### src/hw/rtl/ipid_pkg.sv
// Shared widths, codes and types of the integer PID controller.
package ipid_pkg;

  // Sample width of the process value, setpoint and control output
  localparam int DATA_WIDTH = 16;

  // Register field widths
  localparam int GAIN_W = 15;
  localparam int DIV_W  = 16;
  localparam int LOW_W  = 16;
  localparam int HIGH_W = 15;

  // Controller state widths
  localparam int INTEG_W = 32;
  localparam int LIM_W   = HIGH_W + DIV_W;
  localparam int ERR_W   = DATA_WIDTH + 1;
  localparam int DER_W   = DATA_WIDTH + 2;

  // Multiply-accumulate and divide widths
  localparam int NUM_TERMS = 3;
  localparam int MCAND_W   = (DER_W > INTEG_W) ? DER_W : INTEG_W;
  localparam int MAG_W     = GAIN_W + MCAND_W + 1;
  localparam int SUM_W     = MAG_W + 1;
  localparam int SAT_W     = ((ERR_W > INTEG_W) ? ERR_W : INTEG_W) + 1;
  localparam int MAC_CNT_W = $clog2(GAIN_W + 1);
  localparam int DIV_CNT_W = $clog2(MAG_W + 1);

  // Configuration word widths
  localparam int CFG_IDX_W  = 3;
  localparam int CFG_DATA_W = 16;

  // Integral saturation bounds
  localparam logic [INTEG_W-1:0] INTEG_MAX = {1'b0, {(INTEG_W-1){1'b1}}};
  localparam logic [INTEG_W-1:0] INTEG_MIN = {1'b1, {(INTEG_W-1){1'b0}}};

  // Command codes
  localparam logic CMD_CALC = 1'b0;
  localparam logic CMD_INIT = 1'b1;

  // Register indexes
  typedef enum logic [CFG_IDX_W-1:0] {
    REG_GAIN_P     = 3'd0,
    REG_GAIN_I     = 3'd1,
    REG_GAIN_D     = 3'd2,
    REG_DIVISOR    = 3'd3,
    REG_LIMIT_LOW  = 3'd4,
    REG_LIMIT_HIGH = 3'd5
  } ipid_reg_e;

  // Sequencer states
  typedef enum logic [1:0] {
    ST_IDLE,
    ST_MAC,
    ST_DIV,
    ST_FINISH
  } ipid_state_e;

  // One gain/operand pair of the multiply-accumulate
  typedef struct packed {
    logic [GAIN_W-1:0]  mpy;
    logic [MCAND_W-1:0] mcand;
  } ipid_term_t;

endpackage

### src/hw/rtl/ipid_if.sv
// Handshake channels of the integer PID controller: input, output and configuration.
interface ipid_in_if import ipid_pkg::*; ();
  logic                  valid;
  logic                  ready;
  logic                  command;
  logic [DATA_WIDTH-1:0] measured;
  logic [DATA_WIDTH-1:0] target;

  modport source (output valid, output command, output measured, output target,
                  input ready);
  modport sink   (input valid, input command, input measured, input target,
                  output ready);
endinterface

interface ipid_out_if import ipid_pkg::*; ();
  logic                  valid;
  logic                  ready;
  logic [DATA_WIDTH-1:0] drive;
  logic                  saturated;

  modport source (output valid, output drive, output saturated, input ready);
  modport sink   (input valid, input drive, input saturated, output ready);
endinterface

interface ipid_cfg_if import ipid_pkg::*; ();
  logic                  valid;
  logic                  ready;
  logic [CFG_IDX_W-1:0]  index;
  logic [CFG_DATA_W-1:0] data;

  modport source (output valid, output index, output data, input ready);
  modport sink   (input valid, input index, input data, output ready);
endinterface

### src/hw/rtl/ipid_mac.sv
// Bit-serial multiply-accumulate of three gain/operand pairs, gain MSB first.
module ipid_mac import ipid_pkg::*; (
  input  logic                          clk_i,
  input  logic                          rst_ni,
  input  logic                          start_i,
  input  ipid_term_t [NUM_TERMS-1:0]    terms_i,
  output logic                          done_o,
  output logic signed [SUM_W-1:0]       acc_o
);

  logic                       busy_q, busy_d;
  logic                       done_q, done_d;
  logic [MAC_CNT_W-1:0]       cnt_q, cnt_d;
  ipid_term_t [NUM_TERMS-1:0] terms_q, terms_d;
  logic signed [SUM_W-1:0]    acc_q, acc_d;
  logic signed [SUM_W-1:0]    addend;

  // Add every operand whose gain bit is set, then double and accumulate
  always_comb begin
    addend = '0;
    for (int k = 0; k < NUM_TERMS; k++) begin
      if (terms_q[k].mpy[GAIN_W-1]) begin
        addend = addend + SUM_W'($signed(terms_q[k].mcand));
      end
    end
  end

  // Advance one gain bit per cycle
  always_comb begin
    busy_d  = busy_q;
    done_d  = 1'b0;
    cnt_d   = cnt_q;
    terms_d = terms_q;
    acc_d   = acc_q;
    if (start_i) begin
      busy_d  = 1'b1;
      cnt_d   = MAC_CNT_W'(GAIN_W);
      terms_d = terms_i;
      acc_d   = '0;
    end else if (busy_q) begin
      acc_d = {acc_q[SUM_W-2:0], 1'b0} + addend;
      for (int k = 0; k < NUM_TERMS; k++) begin
        terms_d[k].mpy = {terms_q[k].mpy[GAIN_W-2:0], 1'b0};
      end
      cnt_d = cnt_q - 1'b1;
      if (cnt_q == MAC_CNT_W'(1)) begin
        busy_d = 1'b0;
        done_d = 1'b1;
      end
    end
  end

  // Hold control state
  always_ff @(posedge clk_i or negedge rst_ni) begin
    if (!rst_ni) begin
      busy_q <= 1'b0;
      done_q <= 1'b0;
      cnt_q  <= '0;
    end else begin
      busy_q <= busy_d;
      done_q <= done_d;
      cnt_q  <= cnt_d;
    end
  end

  // Hold operands and sum
  always_ff @(posedge clk_i) begin
    terms_q <= terms_d;
    acc_q   <= acc_d;
  end

  assign done_o = done_q;
  assign acc_o  = acc_q;

endmodule

### src/hw/rtl/ipid_div.sv
// Restoring divider, one quotient bit per cycle, unsigned magnitude by a 16-bit divisor.
module ipid_div import ipid_pkg::*; (
  input  logic             clk_i,
  input  logic             rst_ni,
  input  logic             start_i,
  input  logic [MAG_W-1:0] dividend_i,
  input  logic [DIV_W-1:0] divisor_i,
  output logic             done_o,
  output logic [MAG_W-1:0] quotient_o
);

  logic                 busy_q, busy_d;
  logic                 done_q, done_d;
  logic [DIV_CNT_W-1:0] cnt_q, cnt_d;
  logic [DIV_W-1:0]     divisor_q, divisor_d;
  logic [DIV_W-1:0]     rem_q, rem_d;
  logic [MAG_W-1:0]     quo_q, quo_d;
  logic [DIV_W:0]       trial;
  logic [DIV_W:0]       diff;
  logic                 fits;

  // Shift in the next dividend bit and try the subtract
  assign trial = {rem_q, quo_q[MAG_W-1]};
  assign diff  = trial - {1'b0, divisor_q};
  assign fits  = (trial >= {1'b0, divisor_q});

  always_comb begin
    busy_d    = busy_q;
    done_d    = 1'b0;
    cnt_d     = cnt_q;
    divisor_d = divisor_q;
    rem_d     = rem_q;
    quo_d     = quo_q;
    if (start_i) begin
      busy_d    = 1'b1;
      cnt_d     = DIV_CNT_W'(MAG_W);
      divisor_d = divisor_i;
      rem_d     = '0;
      quo_d     = dividend_i;
    end else if (busy_q) begin
      rem_d = fits ? diff[DIV_W-1:0] : trial[DIV_W-1:0];
      quo_d = {quo_q[MAG_W-2:0], fits};
      cnt_d = cnt_q - 1'b1;
      if (cnt_q == DIV_CNT_W'(1)) begin
        busy_d = 1'b0;
        done_d = 1'b1;
      end
    end
  end

  // Hold control state
  always_ff @(posedge clk_i or negedge rst_ni) begin
    if (!rst_ni) begin
      busy_q <= 1'b0;
      done_q <= 1'b0;
      cnt_q  <= '0;
    end else begin
      busy_q <= busy_d;
      done_q <= done_d;
      cnt_q  <= cnt_d;
    end
  end

  // Hold divisor, remainder and dividend/quotient shift register
  always_ff @(posedge clk_i) begin
    divisor_q <= divisor_d;
    rem_q     <= rem_d;
    quo_q     <= quo_d;
  end

  assign done_o     = done_q;
  assign quotient_o = quo_q;

endmodule

### src/hw/rtl/integer_pid_anti_windup_top.sv
// Integer PID controller with integral anti-windup: sequencer, state and result register.
//
// Each input word runs through a bit-serial multiply-accumulate (one gain bit per
// cycle) and then a restoring divider (one quotient bit per cycle). A new input
// word is accepted only once the result of the previous one has been loaded into
// the result register; the result is registered and the next word is taken while
// it waits. A calculate word gives the control output clamped to [limit_low,
// limit_high] and a saturation flag; the integral only accumulates when the
// unclamped output lies within the limits. An init word clears the integral and
// the last error, computes the integral limit limit_high*divisor/gain_i on the
// same multiplier and divider, and returns drive 0.
// A divisor of 0 acts as 1.
// Configuration words are always taken and must be written while the block is idle.
module integer_pid_anti_windup_top import ipid_pkg::*; (
  input  logic       clk_i,
  input  logic       rst_ni,
  ipid_cfg_if.sink   cfg_i,
  ipid_in_if.sink    in_i,
  ipid_out_if.source out_o
);

  // Configuration registers
  logic [GAIN_W-1:0]       gain_p_q, gain_i_q, gain_d_q;
  logic [DIV_W-1:0]        divisor_q;
  logic signed [LOW_W-1:0] limit_low_q;
  logic [HIGH_W-1:0]       limit_high_q;

  // Controller state
  logic [INTEG_W-1:0]      integral_q, integral_d;
  logic signed [ERR_W-1:0] last_error_q, last_error_d;
  logic [LIM_W-1:0]        limit_q, limit_d;

  // Per-word payload
  logic                    cmd_q;
  logic signed [ERR_W-1:0] err_q;
  logic                    sign_q;

  // Result register
  logic                  out_valid_q, out_valid_d;
  logic [DATA_WIDTH-1:0] drive_q, drive_d;
  logic                  saturated_q, saturated_d;

  // Sequencer
  ipid_state_e state_q, state_d;
  logic        in_ready, mac_start, div_start, load_out;

  // Datapath
  logic                         mac_done, div_done;
  logic signed [SUM_W-1:0]      mac_acc;
  logic [SUM_W-1:0]             mac_mag;
  logic [MAG_W-1:0]             quotient;
  logic [DIV_W-1:0]             div_eff, div_sel;
  ipid_term_t [NUM_TERMS-1:0]   terms;
  logic signed [ERR_W-1:0]      err_w;
  logic signed [DER_W-1:0]      der_w;
  logic signed [INTEG_W:0]      integ_s, limit_s, neg_limit_s;
  logic signed [INTEG_W-1:0]    integ_clamp;
  logic signed [SUM_W-1:0]      quo_s, raw, hi_s, lo_s, cv;
  logic                         above, below, in_limits;
  logic signed [SAT_W-1:0]      acc_sum;
  logic [INTEG_W-1:0]           integ_next;

  // Take configuration words
  assign cfg_i.ready = 1'b1;

  always_ff @(posedge clk_i or negedge rst_ni) begin
    if (!rst_ni) begin
      gain_p_q     <= '0;
      gain_i_q     <= '0;
      gain_d_q     <= '0;
      divisor_q    <= DIV_W'(1);
      limit_low_q  <= {1'b1, {(LOW_W-1){1'b0}}};
      limit_high_q <= {HIGH_W{1'b1}};
    end else if (cfg_i.valid) begin
      case (ipid_reg_e'(cfg_i.index))
        REG_GAIN_P:     gain_p_q     <= cfg_i.data[GAIN_W-1:0];
        REG_GAIN_I:     gain_i_q     <= cfg_i.data[GAIN_W-1:0];
        REG_GAIN_D:     gain_d_q     <= cfg_i.data[GAIN_W-1:0];
        REG_DIVISOR:    divisor_q    <= cfg_i.data[DIV_W-1:0];
        REG_LIMIT_LOW:  limit_low_q  <= $signed(cfg_i.data[LOW_W-1:0]);
        REG_LIMIT_HIGH: limit_high_q <= cfg_i.data[HIGH_W-1:0];
        default: ;
      endcase
    end
  end

  assign div_eff = (divisor_q == '0) ? DIV_W'(1) : divisor_q;

  // Form error and derivative, clamp the integral to the limit
  assign err_w = ERR_W'($signed(in_i.target)) - ERR_W'($signed(in_i.measured));
  assign der_w = DER_W'(err_w) - DER_W'(last_error_q);

  assign integ_s     = (INTEG_W+1)'($signed(integral_q));
  assign limit_s     = $signed((INTEG_W+1)'(limit_q));
  assign neg_limit_s = -limit_s;

  always_comb begin
    if (integ_s > limit_s) begin
      integ_clamp = limit_s[INTEG_W-1:0];
    end else if (integ_s < neg_limit_s) begin
      integ_clamp = neg_limit_s[INTEG_W-1:0];
    end else begin
      integ_clamp = integral_q;
    end
  end

  // Select multiply-accumulate operands
  always_comb begin
    if (in_i.command == CMD_INIT) begin
      terms[0].mpy   = limit_high_q;
      terms[0].mcand = MCAND_W'(div_eff);
      terms[1].mpy   = '0;
      terms[1].mcand = '0;
      terms[2].mpy   = '0;
      terms[2].mcand = '0;
    end else begin
      terms[0].mpy   = gain_p_q;
      terms[0].mcand = MCAND_W'(err_w);
      terms[1].mpy   = gain_i_q;
      terms[1].mcand = MCAND_W'(integ_clamp);
      terms[2].mpy   = gain_d_q;
      terms[2].mcand = MCAND_W'(der_w);
    end
  end

  ipid_mac u_mac (
    .clk_i   (clk_i),
    .rst_ni  (rst_ni),
    .start_i (mac_start),
    .terms_i (terms),
    .done_o  (mac_done),
    .acc_o   (mac_acc)
  );

  // Divide the magnitude of the sum, restore the sign afterwards
  assign mac_mag = mac_acc[SUM_W-1] ? (~mac_acc + 1'b1) : mac_acc;
  assign div_sel = (cmd_q == CMD_INIT) ? DIV_W'(gain_i_q) : div_eff;

  ipid_div u_div (
    .clk_i      (clk_i),
    .rst_ni     (rst_ni),
    .start_i    (div_start),
    .dividend_i (mac_mag[MAG_W-1:0]),
    .divisor_i  (div_sel),
    .done_o     (div_done),
    .quotient_o (quotient)
  );

  // Clamp the raw output and saturate the integral update
  assign quo_s = $signed({1'b0, quotient});
  assign raw   = sign_q ? -quo_s : quo_s;
  assign hi_s  = $signed(SUM_W'(limit_high_q));
  assign lo_s  = SUM_W'(limit_low_q);
  assign above     = (raw > hi_s);
  assign below     = (raw < lo_s);
  assign in_limits = !above && !below;
  assign cv        = above ? hi_s : (below ? lo_s : raw);

  assign acc_sum = SAT_W'($signed(integral_q)) + SAT_W'(err_q);

  always_comb begin
    if (acc_sum > $signed(SAT_W'($signed(INTEG_MAX)))) begin
      integ_next = INTEG_MAX;
    end else if (acc_sum < $signed(SAT_W'($signed(INTEG_MIN)))) begin
      integ_next = INTEG_MIN;
    end else begin
      integ_next = acc_sum[INTEG_W-1:0];
    end
  end

  // Next state
  always_comb begin
    state_d = state_q;
    case (state_q)
      ST_IDLE:   if (in_i.valid) state_d = ST_MAC;
      ST_MAC:    if (mac_done) state_d = ST_DIV;
      ST_DIV:    if (div_done) state_d = ST_FINISH;
      ST_FINISH: if (!out_valid_q || out_o.ready) state_d = ST_IDLE;
      default:   state_d = ST_IDLE;
    endcase
  end

  // Sequencer outputs
  always_comb begin
    in_ready  = 1'b0;
    mac_start = 1'b0;
    div_start = 1'b0;
    load_out  = 1'b0;
    case (state_q)
      ST_IDLE: begin
        in_ready  = 1'b1;
        mac_start = in_i.valid;
      end
      ST_MAC:    div_start = mac_done;
      ST_DIV:    ;
      ST_FINISH: load_out  = !out_valid_q || out_o.ready;
      default:   ;
    endcase
  end

  assign in_i.ready = in_ready;

  // Update controller state and the result word
  always_comb begin
    integral_d   = integral_q;
    last_error_d = last_error_q;
    limit_d      = limit_q;
    drive_d      = drive_q;
    saturated_d  = saturated_q;
    out_valid_d  = out_valid_q;
    if (out_valid_q && out_o.ready) begin
      out_valid_d = 1'b0;
    end
    if (mac_start) begin
      if (in_i.command == CMD_INIT) begin
        integral_d   = '0;
        last_error_d = '0;
      end else begin
        integral_d   = integ_clamp;
        last_error_d = err_w;
      end
    end
    if (load_out) begin
      out_valid_d = 1'b1;
      if (cmd_q == CMD_INIT) begin
        limit_d     = (gain_i_q == '0) ? '0 : quotient[LIM_W-1:0];
        drive_d     = '0;
        saturated_d = 1'b0;
      end else begin
        if (in_limits) begin
          integral_d = integ_next;
        end
        drive_d     = cv[DATA_WIDTH-1:0];
        saturated_d = !in_limits;
      end
    end
  end

  // Hold control and controller state
  always_ff @(posedge clk_i or negedge rst_ni) begin
    if (!rst_ni) begin
      state_q      <= ST_IDLE;
      out_valid_q  <= 1'b0;
      integral_q   <= '0;
      last_error_q <= '0;
      limit_q      <= '0;
    end else begin
      state_q      <= state_d;
      out_valid_q  <= out_valid_d;
      integral_q   <= integral_d;
      last_error_q <= last_error_d;
      limit_q      <= limit_d;
    end
  end

  // Hold per-word payload and result fields
  always_ff @(posedge clk_i) begin
    if (mac_start) begin
      cmd_q <= in_i.command;
      err_q <= err_w;
    end
    if (div_start) begin
      sign_q <= mac_acc[SUM_W-1];
    end
    drive_q     <= drive_d;
    saturated_q <= saturated_d;
  end

  assign out_o.valid     = out_valid_q;
  assign out_o.drive     = drive_q;
  assign out_o.saturated = saturated_q;

endmodule

### src/flat_wrapper.sv
// flat-port wrapper written by rule: the top's interface ports become plain ports
module integer_pid_anti_windup_top_flat import ipid_pkg::*;
  (clk_i, rst_ni, cfg_i_valid, cfg_i_index, cfg_i_data, cfg_i_ready, in_i_valid, in_i_command, in_i_measured, in_i_target, in_i_ready, out_o_valid, out_o_drive, out_o_saturated, out_o_ready);
  ipid_cfg_if cfg_i_i ();
  ipid_in_if in_i_i ();
  ipid_out_if out_o_i ();
  input  logic clk_i;
  input  logic rst_ni;
  input wire logic [$bits(cfg_i_i.valid)-1:0] cfg_i_valid;
  input wire logic [$bits(cfg_i_i.index)-1:0] cfg_i_index;
  input wire logic [$bits(cfg_i_i.data)-1:0] cfg_i_data;
  output wire logic [$bits(cfg_i_i.ready)-1:0] cfg_i_ready;
  input wire logic [$bits(in_i_i.valid)-1:0] in_i_valid;
  input wire logic [$bits(in_i_i.command)-1:0] in_i_command;
  input wire logic [$bits(in_i_i.measured)-1:0] in_i_measured;
  input wire logic [$bits(in_i_i.target)-1:0] in_i_target;
  output wire logic [$bits(in_i_i.ready)-1:0] in_i_ready;
  output wire logic [$bits(out_o_i.valid)-1:0] out_o_valid;
  output wire logic [$bits(out_o_i.drive)-1:0] out_o_drive;
  output wire logic [$bits(out_o_i.saturated)-1:0] out_o_saturated;
  input wire logic [$bits(out_o_i.ready)-1:0] out_o_ready;
  assign cfg_i_i.valid = cfg_i_valid;
  assign cfg_i_i.index = cfg_i_index;
  assign cfg_i_i.data = cfg_i_data;
  assign cfg_i_ready = cfg_i_i.ready;
  assign in_i_i.valid = in_i_valid;
  assign in_i_i.command = in_i_command;
  assign in_i_i.measured = in_i_measured;
  assign in_i_i.target = in_i_target;
  assign in_i_ready = in_i_i.ready;
  assign out_o_valid = out_o_i.valid;
  assign out_o_drive = out_o_i.drive;
  assign out_o_saturated = out_o_i.saturated;
  assign out_o_i.ready = out_o_ready;
  integer_pid_anti_windup_top u_core (.clk_i(clk_i), .rst_ni(rst_ni), .cfg_i(cfg_i_i), .in_i(in_i_i), .out_o(out_o_i));
endmodule
### config.mk
export PLATFORM = sky130hd
export DESIGN_NAME = integer_pid_anti_windup_top_flat
export DESIGN_NICKNAME = d
export VERILOG_FILES = /design/src/hw/rtl/ipid_pkg.sv /design/src/hw/rtl/ipid_if.sv /design/src/hw/rtl/ipid_mac.sv /design/src/hw/rtl/ipid_div.sv /design/src/hw/rtl/integer_pid_anti_windup_top.sv /design/src/flat_wrapper.sv
export SDC_FILE = /design/constraint.sdc
export NUM_CORES = 1
export LEC_CHECK = 0
export ABC_AREA = 0
export BUFFER_PORTS_ARGS = -buffer_cell sky130_fd_sc_hd__buf_2
export CORE_UTILIZATION = 30
export CTS_CLUSTER_SIZE = 8
export DETAILED_ROUTE_END_ITERATION = 12
export PLACE_DENSITY = 0.49
export SLEW_MARGIN = 0
export SYNTH_ARGS = -nofsm -noshare
export SYNTH_HDL_FRONTEND = slang
export SYNTH_SLANG_ARGS = --single-unit
### constraint.sdc
create_clock -name clk_i -period 12.8 [get_ports clk_i]
set_clock_uncertainty 0.2 [all_clocks]
set_input_delay 2.56 -clock clk_i [delete_from_list [all_inputs] [get_ports clk_i]]
set_output_delay 2.56 -clock clk_i [all_outputs]
set_load 0.02 [all_outputs]
== After elaboration in Yosys (flattened, before gate mapping) ==
Index checks and enable logic that the tools add are counted.
Storage, ports and cells
  register bits after elaboration: 466
  word-level logic and storage cells: 149
Cells by class
  add/sub/neg operators: 12
  magnitude comparators: 7
  eq/ne operators: 14
  multiplexer cells: 57
  bitwise logic cells: 1
  reduce and logical (&&, ||, !) cells: 23
Operator list (count)
  $mux W32: 9
  $mux W49: 4
  $mux W48: 3
  $mux W141: 1
  $mux W15: 8
  $add A49 B18 Y49: 1
  $add A49 B32 Y49: 1
  $add A49 B49 Y49: 1
  $gt A49 B16 Y1: 1
  $lt A49 B16 Y1: 1
  $neg A48 Y49: 1
  $add A48 B1 Y48 const B: 1
  $mux W16: 3
  $not A48 Y48: 1
  $add A32 B17 Y33: 1
  $gt A33 B32 Y1 const B: 1
  $lt A32 B33 Y1: 1
  $lt A33 B32 Y1 const B: 1
  $neg A31 Y33: 1
  $gt A32 B32 Y1: 1
  $mux W31: 1
  $mux W1: 18
  $sub A17 B17 Y18: 1
  $ge A17 B16 Y1: 1
  29 further kinds: 51

== Logic depth before layout (Yosys ltp) ==
  depth after elaboration: 9
  mapped depth: 45
  gate-level depth less buffers: 41

== Cells and area by module ==
Synthesis repeated with hierarchy kept, for this count alone.
Unflattened totals
  cells, all modules: 4048
  area, all modules: 38498.2 sq um
Modules (own cells, without submodules)
  integer_pid_anti_windup_top: times used 1, cells an instance 2158, area an instance 19318.5 sq um, seq. area each 5481.5 sq um
  ipid_mac: times used 1, cells an instance 1505, area an instance 14580.2 sq um, seq. area each 5365.1 sq um
  ipid_div: times used 1, cells an instance 385, area an instance 4599.4 sq um, seq. area each 2442.3 sq um

== Worst setup path before layout ==
No wires, ideal clock.
  kind: register to register
  from: register u_core.u_mac.terms_q[46] (netlist name)
  to: register u_core.u_mac.acc_q[44] (netlist: u_core.u_mac.acc_o[44])
  library setup time: 0.253 ns
  arrival: 8.746 ns
  data required time: 12.347 ns
  path slack: 3.600 ns
  cell stages (with the launch flop): 42
  path buffers: 4
  clock period less this slack: 9.200 ns
  cells stage by stage: edfxtp_1 clkbuf_1 clkbuf_1 clkbuf_1 clkbuf_1 nand2_1 inv_1 fa_1 a21oi_1 o22ai_1 o22ai_1 a21o_1 nand2_1 nand2b_1 a2111oi_0 maj3_1 a21oi_1 xnor2_1 (+6 left out) a21oi_1 o21ai_0 a21boi_0 xnor2_1 mux2_2 ha_1 a21oi_1 o21bai_1 a211oi_1 o211ai_1 o22ai_1 or4_1 nand3b_1 a221o_1 a21oi_1 xnor2_1 mux2i_1 nor2_1
On the way
  word-level cells in the longest chain between the ends: 6
Ends and longest elaborated chain
  start, declared: line ipid_mac.sv:14  | ipid_term_t [NUM_TERMS-1:0] terms_q, terms_d;
  start signal, assigned: line ipid_mac.sv:68  | terms_q <= terms_d;
  $mux W49 *: line ipid_mac.sv:22  | if (terms_q[k].mpy[GAIN_W-1]) begin
  $add A49 B32 Y49: line ipid_mac.sv:23  | addend = addend + SUM_W'($signed(terms_q[k].mcand));
  $mux W49 *: line ipid_mac.sv:22
  $add A49 B18 Y49: line ipid_mac.sv:23
  $mux W49 *: line ipid_mac.sv:22
  $add A49 B49 Y49 *: line ipid_mac.sv:41  | acc_d = {acc_q[SUM_W-2:0], 1'b0} + addend;
  end signal, assigned: line ipid_mac.sv:69  | acc_q <= acc_d;
  end, declared: line ipid_mac.sv:15  | logic signed [SUM_W-1:0] acc_q, acc_d;
Mark *: on every way between the ends. The rest lies on a longest branch, timed or not.
A chain may end at the register's enable or synchronous reset.

== Final worst setup path ==
  from: register u_core.u_mac.terms_q[46] (netlist name)
  to: register u_core.u_mac.acc_q[48] (netlist: u_core.u_mac.acc_o[48])
Same word-level chain as after synthesis.

==> results.cfg <==
[logic_synthesis]
syn_inst = 4151
synth-main-ff-cell = edfxtp_1
synth_area_per_cell_um2 = 8.909
synth_seq_cells = 466
syn_area_mm2 = 0.03698
synth_top_area_share_pct = 17.21
synth_area_leaders = edfxtp_1, dfrtp_1, ha_1
yosysWarnings = 0
yosysSeqAreaShare_pct = 33.58
synth.largest_area_cell = edfxtp_1
synth_cell_types = 89
syn_nets = 4555
synth_edf_count = 212
async_reset_ff_share_pct = 40.56

[finish]
final_common_cell = nand2_1
area_growth_pct = 11.72
nFillCells = 12785
finalInstanceArea_mm2 = 0.04132
mostFrequentLayoutCells = nand2_1, ha_1, o21ai_0
drive_gt1_share_pct = 9.850
postLayoutCoreUtil_pct = 33.86
nets = 4560
layoutNonFillerInstCount = 5839

[run]
maxCapViolations = 0

[min_path]
min_path_cells = 2
hold_path_class = reg2reg
min_from = u_core.u_div.rem_q[15]

[floorplan]
io_pins = 77
die_h_um = 353.1
dieArea_mm2 = 0.1247
coreArea_mm2 = 0.1220
start_util_pct = 30.30
die_w_um = 353.1
rows = 128

[cts]
cts.htree.levels = 3
cts_inserted_buffers = 70
cts_setup_buffers = 0
cts_resized = 0
clk_pin_slew_ns = 0.06
cts.sink_count = 466
cts_tree = built
hold_buffers = 0
root_buffer = clkbuf_16
insertion_delay_ns = 0.64
cts.path.max_buffers = 3

[timing]
slew_headroom_pct = 15.95
hold_violations = 0
tightestPinTransition_ns = 1.229
holdWs_ns = 0.2682
fin_tns_setup_ns = 0
min_period_ns = 9.901
fmax_ghz = 0.1010
final_max_slew_viol_count = 0
fin_ws_ns = 2.899
period_share_pct = 77.35
finalSetupViolations = 0
rsz0062_at_grt = false

[worst_setup_path]
crit_path_start = u_core.u_mac.terms_q[46]
crit_path_max_incr_delay_ns = 1.06
crit_arrival_ns = 10.18
crit_slowest_cell = a2111oi_0
cp_common_cell = a21oi_1
r2r_cells = 40
worst-setup-path-type = reg2reg
startpoint_type = flip-flop
rr_startpoint = u_core.u_mac.terms_q[46]
cp_max_fo = 40
endpoint_kind = flip-flop
crit_required_ns = 13.08

[grt]
antenna_found_initial = 6
grt_pass1_vias = 30038
grt_pass1_wl_mm = 183.5
gr-total-overflow = 0
grt_usage_pct = 18.84
grt_start_max_net_pins = 94

[detailed_routing]
drt_iter0_markers = 2445
wirelength_mm = 119.4
dr.pass1.iters = 6
final_antenna_net_count = 0
drc = 0
via_per_inst = 5.324
wire_per_inst_um = 20.45
vias = 31086

[placement]
port_buffers = 75
gp_congestion = 0.9012
hpwl_mm = 89.62
dp.cells = 5709
placed_area_mm2 = 0.03911
preCtsSetupSlack_ns = 3.196

[power]
power_density_mw_per_mm2 = 96.63
totalPowerFinal_mw = 3.993
ir_drop_v = 0.0001099
leakage_nw = 17.77

[status]
status = finished clean
worst paths after layout:
path / to / slack [ns]
max: u_core.u_mac.acc_o[48] / 2.90
min: u_core.u_div.rem_q[15] / 0.27
max reg2reg: u_core.u_mac.acc_o[48] / 2.90
min reg2reg: u_core.u_div.rem_q[15] / 0.27
max in group asynchronous: u_core.last_error_q[13] / 8.36
min in group asynchronous: u_core.limit_low_q[10] / 1.75
cell usage after synthesis (10+ instances only):
cell         n
dfrtp_1    172
and4_1      10
o22ai_1     10
buf_1       17
or3_1       31
edfxtp_1   212
nand4_1     62
dfxtp_1     65
clkbuf_1   162
a21o_1     173
mux2i_1     85
or2_2       11
xor2_1     107
nand2_1    396
nand4b_1    10
a21oi_1    294
ha_1       340
nand3b_1    14
nor3_1      66
xnor2_1    198
o21bai_1    36
o41ai_1     32
inv_1      229
dfstp_2     17
o21a_1      31
nand2b_1    49
o211ai_1    20
nor2b_1     34
or4_1       20
nand3_1     60
o31ai_1     53
a31oi_1     37
mux2_2     150
and3_1      31
o21ai_0    335
and2_1      22
nor2_1     279
a211oi_1    49
a2111oi_0   10
nor4_1      32
a22o_1      35
final cells by class:
type | instances | area, um2 | share of cell area, %
multi-input cells | 3267 | 23060 | 55.82
flip-flops and latches | 466 | 12420 | 30.06
clock buffers | 119 | 1988 | 4.812
well taps | 1625 | 2033 | 4.921
inverters | 231 | 872.1 | 2.111
repair buffers | 120 | 724.4 | 1.753
clock inverters | 10 | 215.2 | 0.5208
diodes | 1 | 2.502 | 0.006056
logic make-up (layout without fill, tap and decap cells):
group                    Yosys count  in the layout  synth area share (%)
AO/OA/AOI/OAI                   1229           1229                 21.22
AND/OR/NAND/NOR                 1149           1149                 14.91
flip-flops                       466            466                 33.58
buffers and inverters            418            480                 4.276
adder cells (fa/ha/maj)          348            348                 11.91
XOR/XNOR                         305            305                 7.223
multiplexers                     235            235                 6.868
other                              1              2               0.01014
critical path: cells and delay by family, from the launching register on:
kind | cells | cell delay [ns]
AO/OA/AOI/OAI | 17 | 3.83
AND/OR/NAND/NOR | 9 | 2.17
adder cells (fa/ha/maj) | 5 | 1.53
XOR/XNOR | 5 | 0.73
multiplexers | 2 | 0.55
buffers and inverters | 2 | 0.44
flip-flops | 1 | 0.32
sequential cells by signal (all words and copies together) (netlist names), 4 cells and up:
| register | count |
|---|---|
| u_core.limit_high_q | 15 |
| u_core.limit_low_q | 16 |
| u_core.u_mac.terms_q | 112 |
| u_core.gain_p_q | 15 |
| u_core.u_div.quotient_o | 48 |
| u_core.gain_i_q | 15 |
| u_core.last_error_q | 17 |
| u_core.divisor_q | 16 |
| u_core.out_o.drive | 16 |
| u_core.u_div.rem_q | 16 |
| u_core.integral_q | 32 |
| u_core.u_div.cnt_q | 6 |
| u_core.u_mac.cnt_q | 4 |
| u_core.u_mac.acc_o | 49 |
| u_core.u_div.divisor_q | 16 |
| u_core.limit_q | 31 |
| u_core.gain_d_q | 15 |
| u_core.err_q | 17 |
layer usage:
| metal | track usage (%) | wire length, um | part of all wire, % |
|---|---|---|---|
| met1 | 26.53 | 57490 | 48 |
| met2 | 29.23 | 52320 | 44 |
| met3 | 2.755 | 5584 | 4.7 |
| met4 | 6.606 | 3987 | 3.3 |
| met5 | 0 | 13 | 0.011 |
where the power goes:
part | switching, mW | total, mW | internal, mW
combinational | 0.261 | 0.446 | 0.184
sequential | 0.0550 | 1.70 | 1.64
clock | 0.759 | 1.85 | 1.09
(Power assumes the default switching activity.)
